<file path="config.mk">
export PLATFORM = sky130hd
export DESIGN_NAME = integer_text_formatter_unit
export DESIGN_NICKNAME = d
export VERILOG_FILES = /design/src/rtl/itf_pkg.sv /design/src/rtl/itf_bcd.sv /design/src/rtl/itf_emit.sv /design/src/rtl/integer_text_formatter_unit.sv
export SDC_FILE = /design/constraint.sdc
export NUM_CORES = 1
export LEC_CHECK = 0
export BUFFER_PORTS_ARGS = -buffer_cell sky130_fd_sc_hd__buf_2
export CAP_MARGIN = 20
export CORE_UTILIZATION = 45
export CTS_BUF_LIST = sky130_fd_sc_hd__clkbuf_16
export DETAILED_ROUTE_END_ITERATION = 6
export GPL_TIMING_DRIVEN = 0
export SYNTH_ARGS = -nofsm -noshare
export SYNTH_HDL_FRONTEND = slang
export SYNTH_SLANG_ARGS = --single-unit
</file>
<file path="constraint.sdc">
create_clock -name clk -period 5.4 [get_ports clk]
set_input_delay 1.08 -clock clk [delete_from_list [all_inputs] [get_ports clk]]
set_output_delay 1.08 -clock clk [all_outputs]
set_load 0.01 [all_outputs]
</file>
<file path="src/rtl/itf_pkg.sv">
`default_nettype none

package itf_pkg;

  // Widest field the block will pad out to; larger requests saturate here.
  localparam int WIDTH_LIMIT = 64;
  // Byte counters hold WIDTH_LIMIT and also the longest digit string (64).
  localparam int CNT_W = ($clog2(WIDTH_LIMIT + 1) > 7) ? $clog2(WIDTH_LIMIT + 1) : 7;

  localparam int VAL_W      = 64;
  localparam int BCD_DIGITS = 20;
  localparam int DIG_W      = 4 * BCD_DIGITS;
  localparam int NDIG_W     = 7;

  // Conversion kinds
  localparam logic [2:0] CMD_SDEC = 3'd0;
  localparam logic [2:0] CMD_UDEC = 3'd1;
  localparam logic [2:0] CMD_OCT  = 3'd2;
  localparam logic [2:0] CMD_HEXL = 3'd3;
  localparam logic [2:0] CMD_HEXU = 3'd4;
  localparam logic [2:0] CMD_BIN  = 3'd5;

  // Digit window width in the digit shift register
  localparam logic [1:0] DW_1 = 2'd0;
  localparam logic [1:0] DW_3 = 2'd1;
  localparam logic [1:0] DW_4 = 2'd2;

  // Full digit counts of each kind before leading zeros are dropped
  localparam logic [NDIG_W-1:0] ND_DEC = NDIG_W'(BCD_DIGITS);
  localparam logic [NDIG_W-1:0] ND_OCT = NDIG_W'(22);
  localparam logic [NDIG_W-1:0] ND_HEX = NDIG_W'(16);
  localparam logic [NDIG_W-1:0] ND_BIN = NDIG_W'(VAL_W);

  localparam logic [7:0] CH_ZERO    = 8'h30;
  localparam logic [7:0] CH_MINUS   = 8'h2d;
  localparam logic [7:0] CH_PLUS    = 8'h2b;
  localparam logic [7:0] CH_SPACE   = 8'h20;
  localparam logic [7:0] CH_LOWER_A = 8'h61;
  localparam logic [7:0] CH_UPPER_A = 8'h41;

  typedef struct packed {
    logic [2:0]              cmd;
    logic signed [VAL_W-1:0] value;
    logic [6:0]              field_width;
    logic [7:0]              pad_char;
    logic                    left_align;
    logic                    force_sign;
    logic                    precision_given;
  } req_t;

  typedef struct packed {
    logic [7:0] char_out;
    logic       last;
  } rsp_t;

  // Everything the byte sequencer needs for one field
  typedef struct packed {
    logic [DIG_W-1:0]  digs;
    logic [NDIG_W-1:0] ndig;
    logic [1:0]        dw;
    logic              upper;
    logic              suppress;
    logic              has_sign;
    logic [7:0]        sign_char;
    logic              sign_first;
    logic              left;
    logic [7:0]        pad;
    logic [CNT_W-1:0]  width;
  } emit_load_t;

  function automatic logic [7:0] digit_char(input logic [3:0] d, input logic upper);
    logic [7:0] base;
    base = upper ? CH_UPPER_A : CH_LOWER_A;
    if (d < 4'd10) return CH_ZERO + {4'b0000, d};
    return base + {4'b0000, d} - 8'd10;
  endfunction

endpackage

`default_nettype wire

</file>
<file path="src/rtl/itf_bcd.sv">
`default_nettype none

// Bit-serial binary to BCD conversion (shift and add 3), one input bit a cycle.
module itf_bcd (
  input  logic                       clk,
  input  logic                       rst,
  input  logic                       start,
  input  logic [itf_pkg::VAL_W-1:0]  bin,
  output logic                       done,
  output logic [itf_pkg::DIG_W-1:0]  bcd
);
  import itf_pkg::*;

  logic [VAL_W-1:0]  sh;
  logic [NDIG_W-1:0] cnt;
  logic [DIG_W-1:0]  adj;

  always_comb begin
    for (int i = 0; i < BCD_DIGITS; i++) begin
      adj[4*i +: 4] = (bcd[4*i +: 4] >= 4'd5) ? bcd[4*i +: 4] + 4'd3 : bcd[4*i +: 4];
    end
  end

  always_ff @(posedge clk) begin
    if (rst) begin
      cnt  <= '0;
      done <= 1'b0;
    end else begin
      done <= 1'b0;
      if (start) begin
        cnt <= NDIG_W'(VAL_W);
      end else if (cnt != '0) begin
        cnt <= cnt - NDIG_W'(1);
        if (cnt == NDIG_W'(1)) done <= 1'b1;
      end
    end
  end

  always_ff @(posedge clk) begin
    if (start) begin
      sh  <= bin;
      bcd <= '0;
    end else if (cnt != '0) begin
      bcd <= {adj[DIG_W-2:0], sh[VAL_W-1]};
      sh  <= {sh[VAL_W-2:0], 1'b0};
    end
  end

endmodule

`default_nettype wire

</file>
<file path="src/rtl/itf_emit.sv">
`default_nettype none

// Drop leading zero digits, then shift out the field one byte a cycle.
module itf_emit (
  input  logic                 clk,
  input  logic                 rst,
  input  logic                 load,
  input  itf_pkg::emit_load_t  ld,
  output logic                 strobe,
  output itf_pkg::rsp_t        rsp,
  output logic                 fin
);
  import itf_pkg::*;

  localparam logic [1:0] E_IDLE = 2'd0;
  localparam logic [1:0] E_NORM = 2'd1;
  localparam logic [1:0] E_PLAN = 2'd2;
  localparam logic [1:0] E_RUN  = 2'd3;

  logic [1:0]        state;
  emit_load_t        cfg;
  logic [CNT_W-1:0]  tot;
  logic [CNT_W-1:0]  pre_pads;
  logic [NDIG_W-1:0] dig_cnt;
  logic              sign1;
  logic              sign2;

  logic [3:0]        top_dig;
  logic [DIG_W-1:0]  digs_shifted;
  logic [NDIG_W-1:0] body_len;
  logic [CNT_W-1:0]  body_ext;
  logic              wide;

  always_comb begin
    case (cfg.dw)
      DW_1: begin
        top_dig      = {3'b000, cfg.digs[DIG_W-1]};
        digs_shifted = {cfg.digs[DIG_W-2:0], 1'b0};
      end
      DW_3: begin
        top_dig      = {1'b0, cfg.digs[DIG_W-1 -: 3]};
        digs_shifted = {cfg.digs[DIG_W-4:0], 3'b000};
      end
      default: begin
        top_dig      = cfg.digs[DIG_W-1 -: 4];
        digs_shifted = {cfg.digs[DIG_W-5:0], 4'b0000};
      end
    endcase
    body_len = cfg.suppress ? '0 : cfg.ndig + {{(NDIG_W-1){1'b0}}, cfg.has_sign};
    body_ext = CNT_W'(body_len);
    wide     = cfg.width > body_ext;
  end

  always_ff @(posedge clk) begin
    if (rst) begin
      state  <= E_IDLE;
      strobe <= 1'b0;
      fin    <= 1'b0;
    end else begin
      strobe <= 1'b0;
      fin    <= 1'b0;
      case (state)
        E_IDLE: begin
          if (load) begin
            cfg   <= ld;
            state <= ld.suppress ? E_PLAN : E_NORM;
          end
        end
        E_NORM: begin
          if (cfg.ndig > NDIG_W'(1) && top_dig == 4'd0) begin
            cfg.digs <= digs_shifted;
            cfg.ndig <= cfg.ndig - NDIG_W'(1);
          end else begin
            state <= E_PLAN;
          end
        end
        E_PLAN: begin
          tot      <= wide ? cfg.width : body_ext;
          pre_pads <= (!cfg.left && wide) ? cfg.width - body_ext : '0;
          dig_cnt  <= cfg.suppress ? '0 : cfg.ndig;
          sign1    <= cfg.has_sign && cfg.sign_first;
          sign2    <= cfg.has_sign && !cfg.sign_first;
          if (!wide && body_len == '0) begin
            state <= E_IDLE;
            fin   <= 1'b1;
          end else begin
            state <= E_RUN;
          end
        end
        E_RUN: begin
          strobe   <= 1'b1;
          rsp.last <= (tot == CNT_W'(1));
          tot      <= tot - CNT_W'(1);
          if (sign1) begin
            rsp.char_out <= cfg.sign_char;
            sign1        <= 1'b0;
          end else if (pre_pads != '0) begin
            rsp.char_out <= cfg.pad;
            pre_pads     <= pre_pads - CNT_W'(1);
          end else if (sign2) begin
            rsp.char_out <= cfg.sign_char;
            sign2        <= 1'b0;
          end else if (dig_cnt != '0) begin
            rsp.char_out <= digit_char(top_dig, cfg.upper);
            cfg.digs     <= digs_shifted;
            dig_cnt      <= dig_cnt - NDIG_W'(1);
          end else begin
            rsp.char_out <= cfg.pad;
          end
          if (tot == CNT_W'(1)) begin
            state <= E_IDLE;
            fin   <= 1'b1;
          end
        end
        default: state <= E_IDLE;
      endcase
    end
  end

endmodule

`default_nettype wire

</file>
<file path="src/rtl/integer_text_formatter_unit.sv">
// Order: on the decimal kinds the BCD conversion runs first, then leading zeros are dropped
//   one at a time (up to 19); the radix kinds only drop leading zeros (up to 21 octal, 15 hex,
//   63 binary); when a precision suppresses the digits, the leading-zero drop is skipped.
// Fields: one at a time; busy holds until the cycle after the last byte; an unknown kind
//   is taken without busy rising.
// Reset: synchronous, active high; returns to idle and drops any field in flight.
// The receiver cannot stall: each byte is shown for exactly one cycle with strobe high.
`default_nettype none

module integer_text_formatter_unit (
  input  logic           clk,
  input  logic           rst,
  input  logic           start,
  input  itf_pkg::req_t  req,
  output logic           busy,
  output logic           strobe,
  output itf_pkg::rsp_t  rsp
);
  import itf_pkg::*;

  localparam logic [1:0] T_IDLE = 2'd0;
  localparam logic [1:0] T_PREP = 2'd1;
  localparam logic [1:0] T_CONV = 2'd2;
  localparam logic [1:0] T_EMIT = 2'd3;

  logic [1:0]       state;
  req_t             req_q;

  logic             is_dec;
  logic             neg;
  logic [VAL_W-1:0] raw;
  logic [VAL_W-1:0] mag;
  logic [CNT_W-1:0] fw_ext;
  emit_load_t       ld;
  logic             bcd_start;
  logic             bcd_done;
  logic [DIG_W-1:0] bcd_digs;
  logic             emit_load;
  logic             emit_fin;

  assign busy = (state != T_IDLE);

  // Decode the held request into the field plan.
  always_comb begin
    is_dec = (req_q.cmd == CMD_SDEC) || (req_q.cmd == CMD_UDEC);
    raw    = req_q.value;
    neg    = (req_q.cmd == CMD_SDEC) && raw[VAL_W-1];
    mag    = neg ? (~raw + VAL_W'(1)) : raw;
    fw_ext = CNT_W'(req_q.field_width);

    // Align each radix so its top digit sits at the top of the digit register.
    case (req_q.cmd)
      CMD_OCT: begin
        ld.digs = {2'b00, raw, {(DIG_W-VAL_W-2){1'b0}}};
        ld.ndig = ND_OCT;
        ld.dw   = DW_3;
      end
      CMD_HEXL, CMD_HEXU: begin
        ld.digs = {raw, {(DIG_W-VAL_W){1'b0}}};
        ld.ndig = ND_HEX;
        ld.dw   = DW_4;
      end
      CMD_BIN: begin
        ld.digs = {raw, {(DIG_W-VAL_W){1'b0}}};
        ld.ndig = ND_BIN;
        ld.dw   = DW_1;
      end
      default: begin
        ld.digs = bcd_digs;
        ld.ndig = ND_DEC;
        ld.dw   = DW_4;
      end
    endcase

    ld.upper      = (req_q.cmd == CMD_HEXU);
    ld.suppress   = !is_dec && req_q.precision_given;
    ld.has_sign   = (req_q.cmd == CMD_SDEC) && (neg || req_q.force_sign);
    ld.sign_char  = neg ? CH_MINUS : CH_PLUS;
    // The sign leads the pads when it is part of left-aligned text or when
    // zero padding sits between it and the digits.
    ld.sign_first = ld.has_sign && (req_q.left_align || req_q.pad_char == CH_ZERO);
    // Left-aligned decimal pads with spaces rather than trailing zeros.
    ld.pad        = (is_dec && req_q.left_align && req_q.pad_char == CH_ZERO) ?
                    CH_SPACE : req_q.pad_char;
    ld.left       = req_q.left_align;
    ld.width      = (fw_ext > CNT_W'(WIDTH_LIMIT)) ? CNT_W'(WIDTH_LIMIT) : fw_ext;
  end

  assign bcd_start = (state == T_PREP) && is_dec;
  assign emit_load = ((state == T_PREP) && !is_dec) || ((state == T_CONV) && bcd_done);

  // Request sequencing: hold the transfer, convert when decimal, then hand off
  // to the byte sequencer and wait for its final byte.
  always_ff @(posedge clk) begin
    if (rst) begin
      state <= T_IDLE;
    end else begin
      case (state)
        T_IDLE: begin
          // Drop unknown kinds: they produce no bytes.
          if (start && req.cmd <= CMD_BIN) state <= T_PREP;
        end
        T_PREP: state <= is_dec ? T_CONV : T_EMIT;
        T_CONV: begin
          if (bcd_done) state <= T_EMIT;
        end
        T_EMIT: begin
          if (emit_fin) state <= T_IDLE;
        end
        default: state <= T_IDLE;
      endcase
    end
  end

  always_ff @(posedge clk) begin
    if (start && !busy) req_q <= req;
  end

  itf_bcd u_bcd (
    .clk   (clk),
    .rst   (rst),
    .start (bcd_start),
    .bin   (mag),
    .done  (bcd_done),
    .bcd   (bcd_digs)
  );

  itf_emit u_emit (
    .clk    (clk),
    .rst    (rst),
    .load   (emit_load),
    .ld     (ld),
    .strobe (strobe),
    .rsp    (rsp),
    .fin    (emit_fin)
  );

endmodule

`default_nettype wire

</file>
==> impl_metrics.ini, run 1 <==
[run_status]
status = finished clean

[critical_path]
startpoint = u_emit.cfg[30]$_DFFE_PP_
r2r_start = u_emit.cfg[30]$_DFFE_PP_
required_ps = 5810
crit_path_end_kind = flip-flop
r2r_cells = 12
crit_fanout = 10
startpoint_type = flip-flop
crit_end = u_emit.pre_pads[5]$_DFFE_PP_
r2r_slack_ps = 1600
cp.arrival_ps = 4210
worst_r2r_endpoint = u_emit.pre_pads[5]$_DFFE_PP_
critical_path_class = reg2reg

[yosys]
synth_top_family_by_area = compound AO/OA/AOI/OAI gates
muxShareOfSynthArea_pct = 6.93
netlist_area_um2 = 21900
synthesis.nets = 2456
ys_types = 61
synth_xor_area_share_pct = 4.57
synthAdderAreaFrac_pct = 3.98
yosysSeqAreaShare_pct = 48.7
synth-simple-area-share_pct = 15.3
ys_seq_elements = 386
ys.flop_type = edfxtp_1
yosys.cell_count.top_type = nand2_1
synthArstFlopShare_pct = 0
synth_edf_count = 292
avgSynthCellArea_um2 = 9.51
synth-compound-area-share_pct = 16.4
ys.warnings.count = 0
synth_common_cells = nand2_1, edfxtp_1, o21ai_0
yosys-top-cells-area = edfxtp_1, dfxtp_1, nand2_1, o21ai_0, mux2i_1
synth_top_area_share_pct = 40.1
syn_inst = 2299
synth.largest_area_cell = edfxtp_1

[routing]
drc_errors = 0
drt-vias-per-instance = 5.79
wirelength_um = 61500
ant_nets = 0
drt_iter0_drc = 1329
vias = 17900
dr.pass1.iters = 6
wire_per_inst_um = 19.9

[floorplanning]
die_w_um = 222
initial_core_util_pct = 45.7
die_area_um2 = 49500
die_y_um = 222
num_io_pins = 99
core_um2 = 47800
placementRows = 80

[timing]
finalCritPeriodShare_pct = 70.4
rsz0062_at_grt = no
fmax_ghz = 0.263
finalWorstSetupSlack_ps = 1600
slew_violations = 0
worstMarginPinSlew_ps = 1080
setup_viol = 0
hold_viol = 0
period_needed_ps = 3800
max_slew_margin_pct = 27.1
skew_ps = 23.0

[placed_design]
dp_slack_ps = 1640
numPortBuffers = 97
hpwl_um = 45200
place_area_um2 = 23200
gp_congestion = 0.906

[clocking]
clock_sinks = 386
cts-root-buf = clkbuf_16
cts_resized = 0
hold_buffers = 0
cts_buffers = 45
clock_latency_ps = 590
cts_setup_buffers = 0
clkTransAtPathRegs_ps = 60
cts_buffer_depth = 3
cts-htree-levels = 2
cts_tree = built

[power_and_ir_drop]
leakage_nw = 9.15
ir_drop_mv = 0.282
pwr_density_cell_nw_per_um2 = 563

[final_layout]
multi_input_area_um2 = 10400
fin_area_um2 = 24700
area.sequential_um2 = 10700
nets = 2606
drive_above_1_share_pct = 9.70
fillers = 4465
area_growth_pct = 13.1
diodes = 0

[grt]
gr-total-overflow = 0
grt_antenna_before_repair = 1
grt_pass1_wl_um = 95900
track_usage_pct = 24.6
grt_max_degree = 72
grt_pass1_vias = 17500

[run]
cap_violations = 0

[hold_path]
holdCritPathClass = reg2reg
-- worst min path at each step --
stage | startpoint | end | slack (ps) | depth (start not counted)
6_report | u_bcd.bcd[77]$_SDFFE_PP0P_ | u_bcd.bcd[77]$_SDFFE_PP0P_ | 490 | 2
5_1_grt | ld[15]$_DFFE_PP_ | u_emit.cfg[15]$_DFFE_PP_ | 510 | 0
4_1_cts | u_bcd.bcd[77]$_SDFFE_PP0P_ | u_bcd.bcd[77]$_SDFFE_PP0P_ | 490 | 2
3_5_place_dp | ld[15]$_DFFE_PP_ | u_emit.cfg[15]$_DFFE_PP_ | 480 | 0
3_3_place_gp | ld[15]$_DFFE_PP_ | u_emit.cfg[15]$_DFFE_PP_ | 470 | 0
2_1_floorplan | ld[15]$_DFFE_PP_ | u_emit.cfg[15]$_DFFE_PP_ | 450 | 0
-- critical path, stage by stage, from the launching register on --
cell,delay (ps)
edfxtp_1,520
ha_1,240
ha_1,230
xnor2_1,150
or2_2,350
ha_1,330
nand2_1,50
o21ai_0,340
o21ai_0,230
nor2_1,180
buf_1,430
nand3b_1,340
o22ai_1,220
-- final cells by class --
type,count,share of cell area [%]
sequential,386,43.1
multi-input combinational,1677,41.9
clock buffer,47,4.76
tap,615,3.11
buffer,157,2.39
timing repair buffer,103,2.33
clock inverter,35,1.26
inverter,79,1.20
-- stage by stage --
stage               cells  util, %  power (mW)  hold WS [ps]  TNS, ps
floorplan            2299        -        9.09           450        0
global placement     3011     48.3        10.6           470   -35560
detailed placement   3017     48.6        10.8           481        0
CTS                  3099     51.7        14.0           494        0
global route         3099     51.7        14.9           514        0
finish               3099     51.7        13.9           494        0
-- power by group --
part           switching (mW)  total (mW)  leakage, nW  internal, mW
logic                    3.36        5.36         4.83          2.00
registers               0.905        5.44         3.58          4.54
clock network            1.27        3.12        0.741          1.85
total                    5.54        13.9         9.15          8.39
-- state kept, by name (all words and copies together), names as in the netlist --
signal           count
ld                   1
u_emit.cfg         111
u_emit.pre_pads      7
req_q               13
u_emit.strobe        1
u_emit.fin           1
u_emit.sign1         1
u_bcd.sh            64
state                2
u_emit.tot           7
u_emit.rsp           9
u_bcd.bcd           80
fw_ext               7
u_emit.state         2
u_bcd.done           1
u_bcd.cnt            7
raw                 64
u_emit.sign2         1
u_emit.dig_cnt       7
-- cell usage in the layout, fill, tap and decap left out, drive strengths merged, types with 4 or more instances in the layout --
cell and instances:
bufinv 6, o22ai 73, xor2 38, and3 4, a211oi 21, and4b 4, xnor2 76, dfxtp 94
a31oi 22, nand3b 9, o31a 4, or2 7, nand3 35, nand4 6, ha 68, or3 8
clkbuf 188, a21oi 131, nor2b 11, inv 87, o41ai 65, nor3 29, a32oi 6, o31ai 10
mux2i 86, mux2 58, o211ai 4, clkinvlp 4, nor2 187, a22o 12, nand2b 31, nor4 17
and2 7, nand2 366, edfxtp 292, o21ai 232, clkinv 17, nor3b 20, buf 119, or4 9
-- cells by family (layout without fill, tap and decap cells) --
logic type | Yosys count | in the layout
and+or+nand+nor | 752 | 752
AOI/OAI and AO/OA | 598 | 598
DFF | 386 | 386
buffers and inverters | 236 | 421
muxes | 144 | 144
xor gates and xnor gates | 114 | 114
adders and majority gates | 69 | 69
-- layer usage --
layer | routed length [um] | GRT usage (%) | vias to the layer above
met5 | 0 | 0 | -
met1 | 26700 | 31.1 | 8705
met4 | 2090 | 9.70 | 0
met2 | 30200 | 42.7 | 494
met3 | 2550 | 2.94 | 120
li1 | - | - | 8615
Power figures use the tool's default switching activity.
==> run 2, diff against run 1 <==
==> constraint.sdc (replaced) <==
create_clock -name clk -period 3.85 [get_ports clk]
set_input_delay 0.77 -clock clk [delete_from_list [all_inputs] [get_ports clk]]
set_output_delay 0.77 -clock clk [all_outputs]
set_load 0.01 [all_outputs]
==> run 2 against run 1 <==
Die area did not move. Utilization barely moved. Critical endpoint is now u_bcd.sh[51]$_DFFE_PP_. Clock skew rose by 9.8 ps. Via count barely moved. Clock power rose by 36%. Critical path type unchanged. Fmax rose by 2.7%. Register-to-register slack got worse by 1500 ps. Final cell count rose by 0.19%. Sequential power rose by 40%. Non-clock buffer count rose by 5. Sequential share of layout area barely moved.
==> impl_metrics.ini, run 2 (synthesis results as in run 1) <==
[clocking]
clock_latency_ps = 600
cts-root-buf = clkbuf_16
cts-htree-levels = 2
cts_tree = built
clkTransAtPathRegs_ps = 60
hold_buffers = 0
clock_sinks = 386
cts_buffers = 44
cts_buffer_depth = 3

[placed_design]
gp_congestion = 0.890
dp_slack_ps = 18.3
dpl.cell_count = 3018
hpwl_um = 45100
numPortBuffers = 97

[critical_path]
r2r_cells = 7
crit_family = simple AND/OR/NAND/NOR gates
startpoint_type = flip-flop
r2r_slack_ps = 150
crit_buf_inv = 1
r2r_start = raw[31]$_DFFE_PP_
crit_fanout = 6
path_cells = or4_1 -> buf_2 -> nor4_1 -> nand4_1 -> o41ai_2 -> xor2_1 -> o21ai_0
crit_path_end_kind = flip-flop
cp.arrival_ps = 4030
cp_slowest_stage_delay_ps = 900
worst_r2r_endpoint = u_bcd.sh[51]$_DFFE_PP_
critical_path_class = reg2reg
required_ps = 4180
critPathSlowestCell = nor4_1

[timing]
setup_viol = 0
whs_ps = 349
finalCritPeriodShare_pct = 96.2
max_slew_margin_pct = 25.6
finalWorstSetupSlack_ps = 147
fmax_ghz = 0.270
rsz0062_at_grt = no
skew_ps = 32.8
worstMarginPinSlew_ps = 1110
period_needed_ps = 3700
hold_viol = 0
slew_violations = 0

[final_layout]
instances_no_fill = 3105
largest_registers = u_emit.cfg (111), u_bcd.bcd (80)
area.sequential_um2 = 10700
nets = 2611
largest_reg_flops = 111
fillers = 4379
diodes = 0
final_common_cell = nand2_1
mostFrequentLayoutCells = nand2_1, edfxtp_1, o21ai_0, nor2_1, clkbuf_1
area_growth_pct = 13.0
drive_above_1_share_pct = 10.2
multi_input_area_um2 = 10400
regMostFlops = u_emit.cfg

[routing]
drc_errors = 0
vias = 17900
wirelength_um = 61500
wire_per_inst_um = 19.8
ant_nets = 0
drt-vias-per-instance = 5.78
drt_iter0_drc = 1289
dr.pass1.iters = 6

[grt]
grt_max_degree = 72
use_met1_pct = 31.8
gr-total-overflow = 0
track_usage_pct = 24.7
use_met3_pct = 3.04
grt_use_met2_pct = 42.5
grt.busiest_layer = met2
grt_antenna_before_repair = 1
grt_pass1_wl_um = 96400
grt_pass1_vias = 17500

[floorplanning]
initial_core_util_pct = 45.7
die_w_um = 222
placementRows = 80
die_y_um = 222
num_io_pins = 99
core_um2 = 47800
die_area_um2 = 49500

[power_and_ir_drop]
leakage_nw = 9.18
pwr_density_cell_nw_per_um2 = 786
ir_drop_mv = 0.421

[hold_path]
hold_path_end = raw[4]$_DFFE_PP_
whs_path_depth = 1
holdCritPathClass = in2reg
min-delay-start = req[22]

[run_status]
status = finished clean

[run]
cap_violations = 0
[run 2: changes by cell type in the layout (fill, tap and decap cells not counted), sizes merged]
cell | previous run | this run
inv | 87 | 88
buf | 119 | 124
nor2 | 187 | 188
bufinv | 6 | 5
clkbuf | 188 | 186
clkinvlp | 4 | 2
clkinv | 17 | 21
[run 2: layer usage]
layer | share of wire [%] | wire length [um]
met1 | 43 | 26300
met2 | 49 | 30200
met3 | 4.8 | 2930
met4 | 3.5 | 2150
met5 | 0 | 0
[run 2: layout make-up]
| class | instances | share of cell area [%] |
|---|---|---|
| multi-input cells | 1678 | 41.9 |
| repair buffers | 108 | 2.49 |
| flip-flops and latches | 386 | 43.1 |
| plain buffers | 157 | 2.39 |
| well taps | 615 | 3.11 |
| clock buffers | 45 | 4.56 |
| inverters | 79 | 1.20 |
| clock inverters | 37 | 1.24 |
[run 2: how the worst max path moves through the flow]
stage | startpoint | endpoint | slack, ps | cells after the start
final | raw[31]$_DFFE_PP_ | u_bcd.sh[51]$_DFFE_PP_ | 150 | 7
after global routing | u_emit.cfg[29]$_DFFE_PP_ | u_emit.cfg[71]$_DFFE_PP_ | 5 | 10
after floorplan | u_bcd.cnt[2]$_SDFFE_PP0P_ | u_bcd.sh[0]$_SDFFCE_PN0P_ | 310 | 4
after global placement | u_bcd.cnt[2]$_SDFFE_PP0P_ | u_bcd.sh[23]$_DFFE_PP_ | -1480 | 4
after detailed placement | u_emit.cfg[30]$_DFFE_PP_ | u_emit.pre_pads[2]$_DFFE_PP_ | 20 | 12
after CTS | u_emit.cfg[29]$_DFFE_PP_ | u_emit.cfg[73]$_DFFE_PP_ | 150 | 10
[run 2: report_power, final]
group	leakage [nW]	internal [mW]	switching (mW)
combinational	4.86	2.82	4.73
sequential	3.58	6.37	1.26
clock	0.737	2.46	1.78
[run 2: through the flow]
step,cell area (um2),setup TNS [ps],utilization [%],total power [mW]
4_1_cts,24700,0,51.6,19.5
5_1_grt,24700,0,51.7,20.8
6_report,24700,0,51.7,19.4
3_3_place_gp,23100,-198480,48.3,14.9
2_1_floorplan,21900,0,-,12.7
3_5_place_dp,23200,0,48.6,15.2
[run 2: timing repair]
item | CTS | global route
setup endpoints to repair | 1 | 66
pin swaps | 0 | 1
gates cloned | 0 | 1
buffers inserted | 0 | 3
gates resized for setup | 1 | 1
==> run 3, diff against run 2 <==
--- a/config.mk
+++ b/config.mk
@@ -5,6 +5,7 @@
 export SDC_FILE = /design/constraint.sdc
 export NUM_CORES = 1
 export LEC_CHECK = 0
+export ABC_AREA = 1
 export BUFFER_PORTS_ARGS = -buffer_cell sky130_fd_sc_hd__buf_2
 export CAP_MARGIN = 20
 export CORE_UTILIZATION = 45
==> run 3 against run 2 <==
Non-clock buffer count shrank 39. Largest power group is now combinational cells. Global-route usage grew 3.5 points. Register-to-register slack improved by 300 ps. Utilization up 0.30 points. Fmax up 8.7%.
==> impl_metrics.ini, run 3 <==
[run_status]
status = finished clean

[yosys]
synth_common_cells = nand2_1, inv_1, nor2_1
yosysSeqAreaShare_pct = 48.5
yosys.cell_count.top_type = nand2_1
ys_seq_elements = 386
synthArstFlopShare_pct = 0
synthesis.nets = 2872
netlist_area_um2 = 22000
synth_edf_count = 292
ys.flop_type = edfxtp_1
avgSynthCellArea_um2 = 8.09
synth_top_area_share_pct = 39.9
syn_inst = 2715
yosys-top-cells-area = edfxtp_1, nand2_1, dfxtp_1, inv_1, o21ai_0
synth.largest_area_cell = edfxtp_1
ys.warnings.count = 0
ys_types = 40

[clocking]
clock_sinks = 386
clock_latency_ps = 590
cts_setup_buffers = 0
hold_buffers = 0
cts-root-buf = clkbuf_16
cts-htree-levels = 2
cts_buffers = 44
cts_tree = built
cts_buffer_depth = 3
cts_resized = 0
clkTransAtPathRegs_ps = 70

[grt]
track_usage_pct = 28.3
use_met1_pct = 37.8
grt_pass1_wl_um = 107000
grt_max_degree = 73
grt.busiest_layer = met2
grt_use_met2_pct = 45.7
gr-total-overflow = 0
grt_antenna_before_repair = 0
use_met3_pct = 4.32
grt_pass1_vias = 18600

[final_layout]
drive_above_1_share_pct = 9.26
nets = 3026
mostFrequentLayoutCells = nand2_1, inv_1, nor2_1, edfxtp_1, o21ai_0
fin_area_um2 = 24900
largest_registers = u_emit.cfg (111), u_bcd.bcd (80)
largest_reg_flops = 111
final_common_cell = nand2_1
diodes = 0
regMostFlops = u_emit.cfg
finish.utilization_pct = 52.0
area_growth_pct = 13.4

[power_and_ir_drop]
comb_power_share_pct = 39.9
pwr_density_cell_nw_per_um2 = 774
p_sw_mw = 7.85
p_int_mw = 11.4
ir_drop_mv = 0.470
p_seq_share_pct = 38.0
swShare_pct = 40.7
leakage_nw = 10.5
clock_power_share_pct = 22.1

[timing]
worstMarginPinSlew_ps = 1270
rsz0062_at_grt = no
period_needed_ps = 3410
fmax_ghz = 0.294
setup_viol = 0
slew_violations = 0
max_slew_margin_pct = 15.1
hold_viol = 0
whs_ps = 351
finalCritPeriodShare_pct = 88.5
skew_ps = 26.2

[routing]
wirelength_um = 70400
dr.pass1.iters = 7
drt_iter0_drc = 2161
ant_nets = 0
drc_errors = 0
wire_per_inst_um = 20.0
drt-vias-per-instance = 5.65
vias = 19900

[critical_path]
required_ps = 4150
r2r_cells = 15
worst_r2r_endpoint = u_emit.cfg[60]$_DFFE_PP_
critical_path_class = reg2reg
r2r_start = u_emit.cfg[29]$_DFFE_PP_
startpoint_type = flip-flop
crit_family = buffers and inverters
crit_fanout = 15
crit_buf_inv = 7
path_cells = buf_2 -> nor2_1 -> a22oi_1 -> o21a_1 -> inv_1 -> ha_1 -> nand2_1 -> nor2_1 -> a21oi_1 -> nor4_4 -> buf_6 -> buf_6 -> buf_8 -> buf_8 -> buf_16
cp_slowest_stage_delay_ps = 350
cp.arrival_ps = 3710
r2r_slack_ps = 440
crit_path_end_kind = flip-flop
critPathSlowestCell = edfxtp_1

[floorplanning]
core_um2 = 47900
num_io_pins = 99
die_y_um = 223
placementRows = 80
die_w_um = 223
die_area_um2 = 49700
initial_core_util_pct = 45.8

[hold_path]
hold_path_end = raw[62]$_DFFE_PP_
whs_path_depth = 1
holdCritPathClass = in2reg
min-delay-start = req[80]

[placed_design]
place_area_um2 = 23500
gp_congestion = 0.975
numPortBuffers = 97
hpwl_um = 53800

[run]
cap_violations = 0
==> run 3: cell types whose count changed after synthesis, moves of 66 or more <==
| cell | before | now |
|---|---|---|
| nand2_1 | 366 | 598 |
| a21oi_1 | 131 | 65 |
| o22ai_1 | 73 | 193 |
| nand3_1 | 35 | 138 |
| mux2i_1 | 86 | 0 |
| inv_1 | 78 | 349 |
| nor2_1 | 187 | 326 |
| clkbuf_1 | 141 | 62 |
| xnor2_1 | 76 | 7 |
==> run 3: layer usage <==
metal	vias up	routed length [um]
met5	-	0
met4	0	2970
met3	154	5100
met2	826	32300
met1	9400	30000
li1	9500	-
==> run 3: cell type report <==
class / instances / area [um2]
fill: 4610 / 23000
sequential: 386 / 10700
multi-input combinational: 1854 / 9470
inverter: 357 / 1350
clock buffer: 46 / 1150
tap: 615 / 769
timing repair buffer: 108 / 656
buffer: 118 / 562
clock inverter: 36 / 298
==> run 3: stage by stage <==
step           power (mW)  instances  TNS [ps]  setup WS [ps]
6_report             19.3       3520         0            444
5_1_grt              20.6       3520         0            259
4_1_cts              19.3       3520         0            486
3_5_place_dp         15.0       3438         0            516
3_3_place_gp         14.6       3427   -193220          -2300
2_1_floorplan        12.5       2715    -39800           -498
==> run 3: logic make-up (layout without fill, tap and decap cells) <==
group	count (synthesis)	after routing	share of synthesized area, %
AND/OR/NAND/NOR	1112	1112	20.4
XOR/XNOR	56	56	2.23
buffers and inverters	475	665	8.54
flip-flops	386	386	48.5
adder cells (fa/ha/maj)	69	69	3.96
AO/OA/AOI/OAI	617	617	16.4
==> run 3: worst max path at each step <==
| stage | cells after the start | startpoint | endpoint |
|---|---|---|---|
| after floorplan | 5 | rst | u_emit.cfg[100]$_DFFE_PP_ |
| after global placement | 10 | u_emit.cfg[29]$_DFFE_PP_ | u_emit.cfg[67]$_DFFE_PP_ |
| after detailed placement | 13 | u_emit.cfg[30]$_DFFE_PP_ | u_emit.tot[1]$_DFFE_PP_ |
| after CTS | 15 | u_emit.cfg[29]$_DFFE_PP_ | u_emit.cfg[60]$_DFFE_PP_ |
| after global routing | 16 | u_emit.cfg[30]$_DFFE_PP_ | u_emit.tot[0]$_DFFE_PP_ |
| final | 15 | u_emit.cfg[29]$_DFFE_PP_ | u_emit.cfg[60]$_DFFE_PP_ |
==> run 3: power groups by stage <==
| stage | sequential (mW) | clock [mW] | combinational [mW] |
|---|---|---|---|
| finish | 7.33 | 4.26 | 7.70 |
| global route | 7.48 | 4.48 | 8.62 |
| CTS | 7.32 | 4.34 | 7.63 |
| detailed placement | 7.38 | 0 | 7.59 |
| global placement | 7.43 | 0 | 7.20 |
| floorplan | 7.11 | 0 | 5.34 |
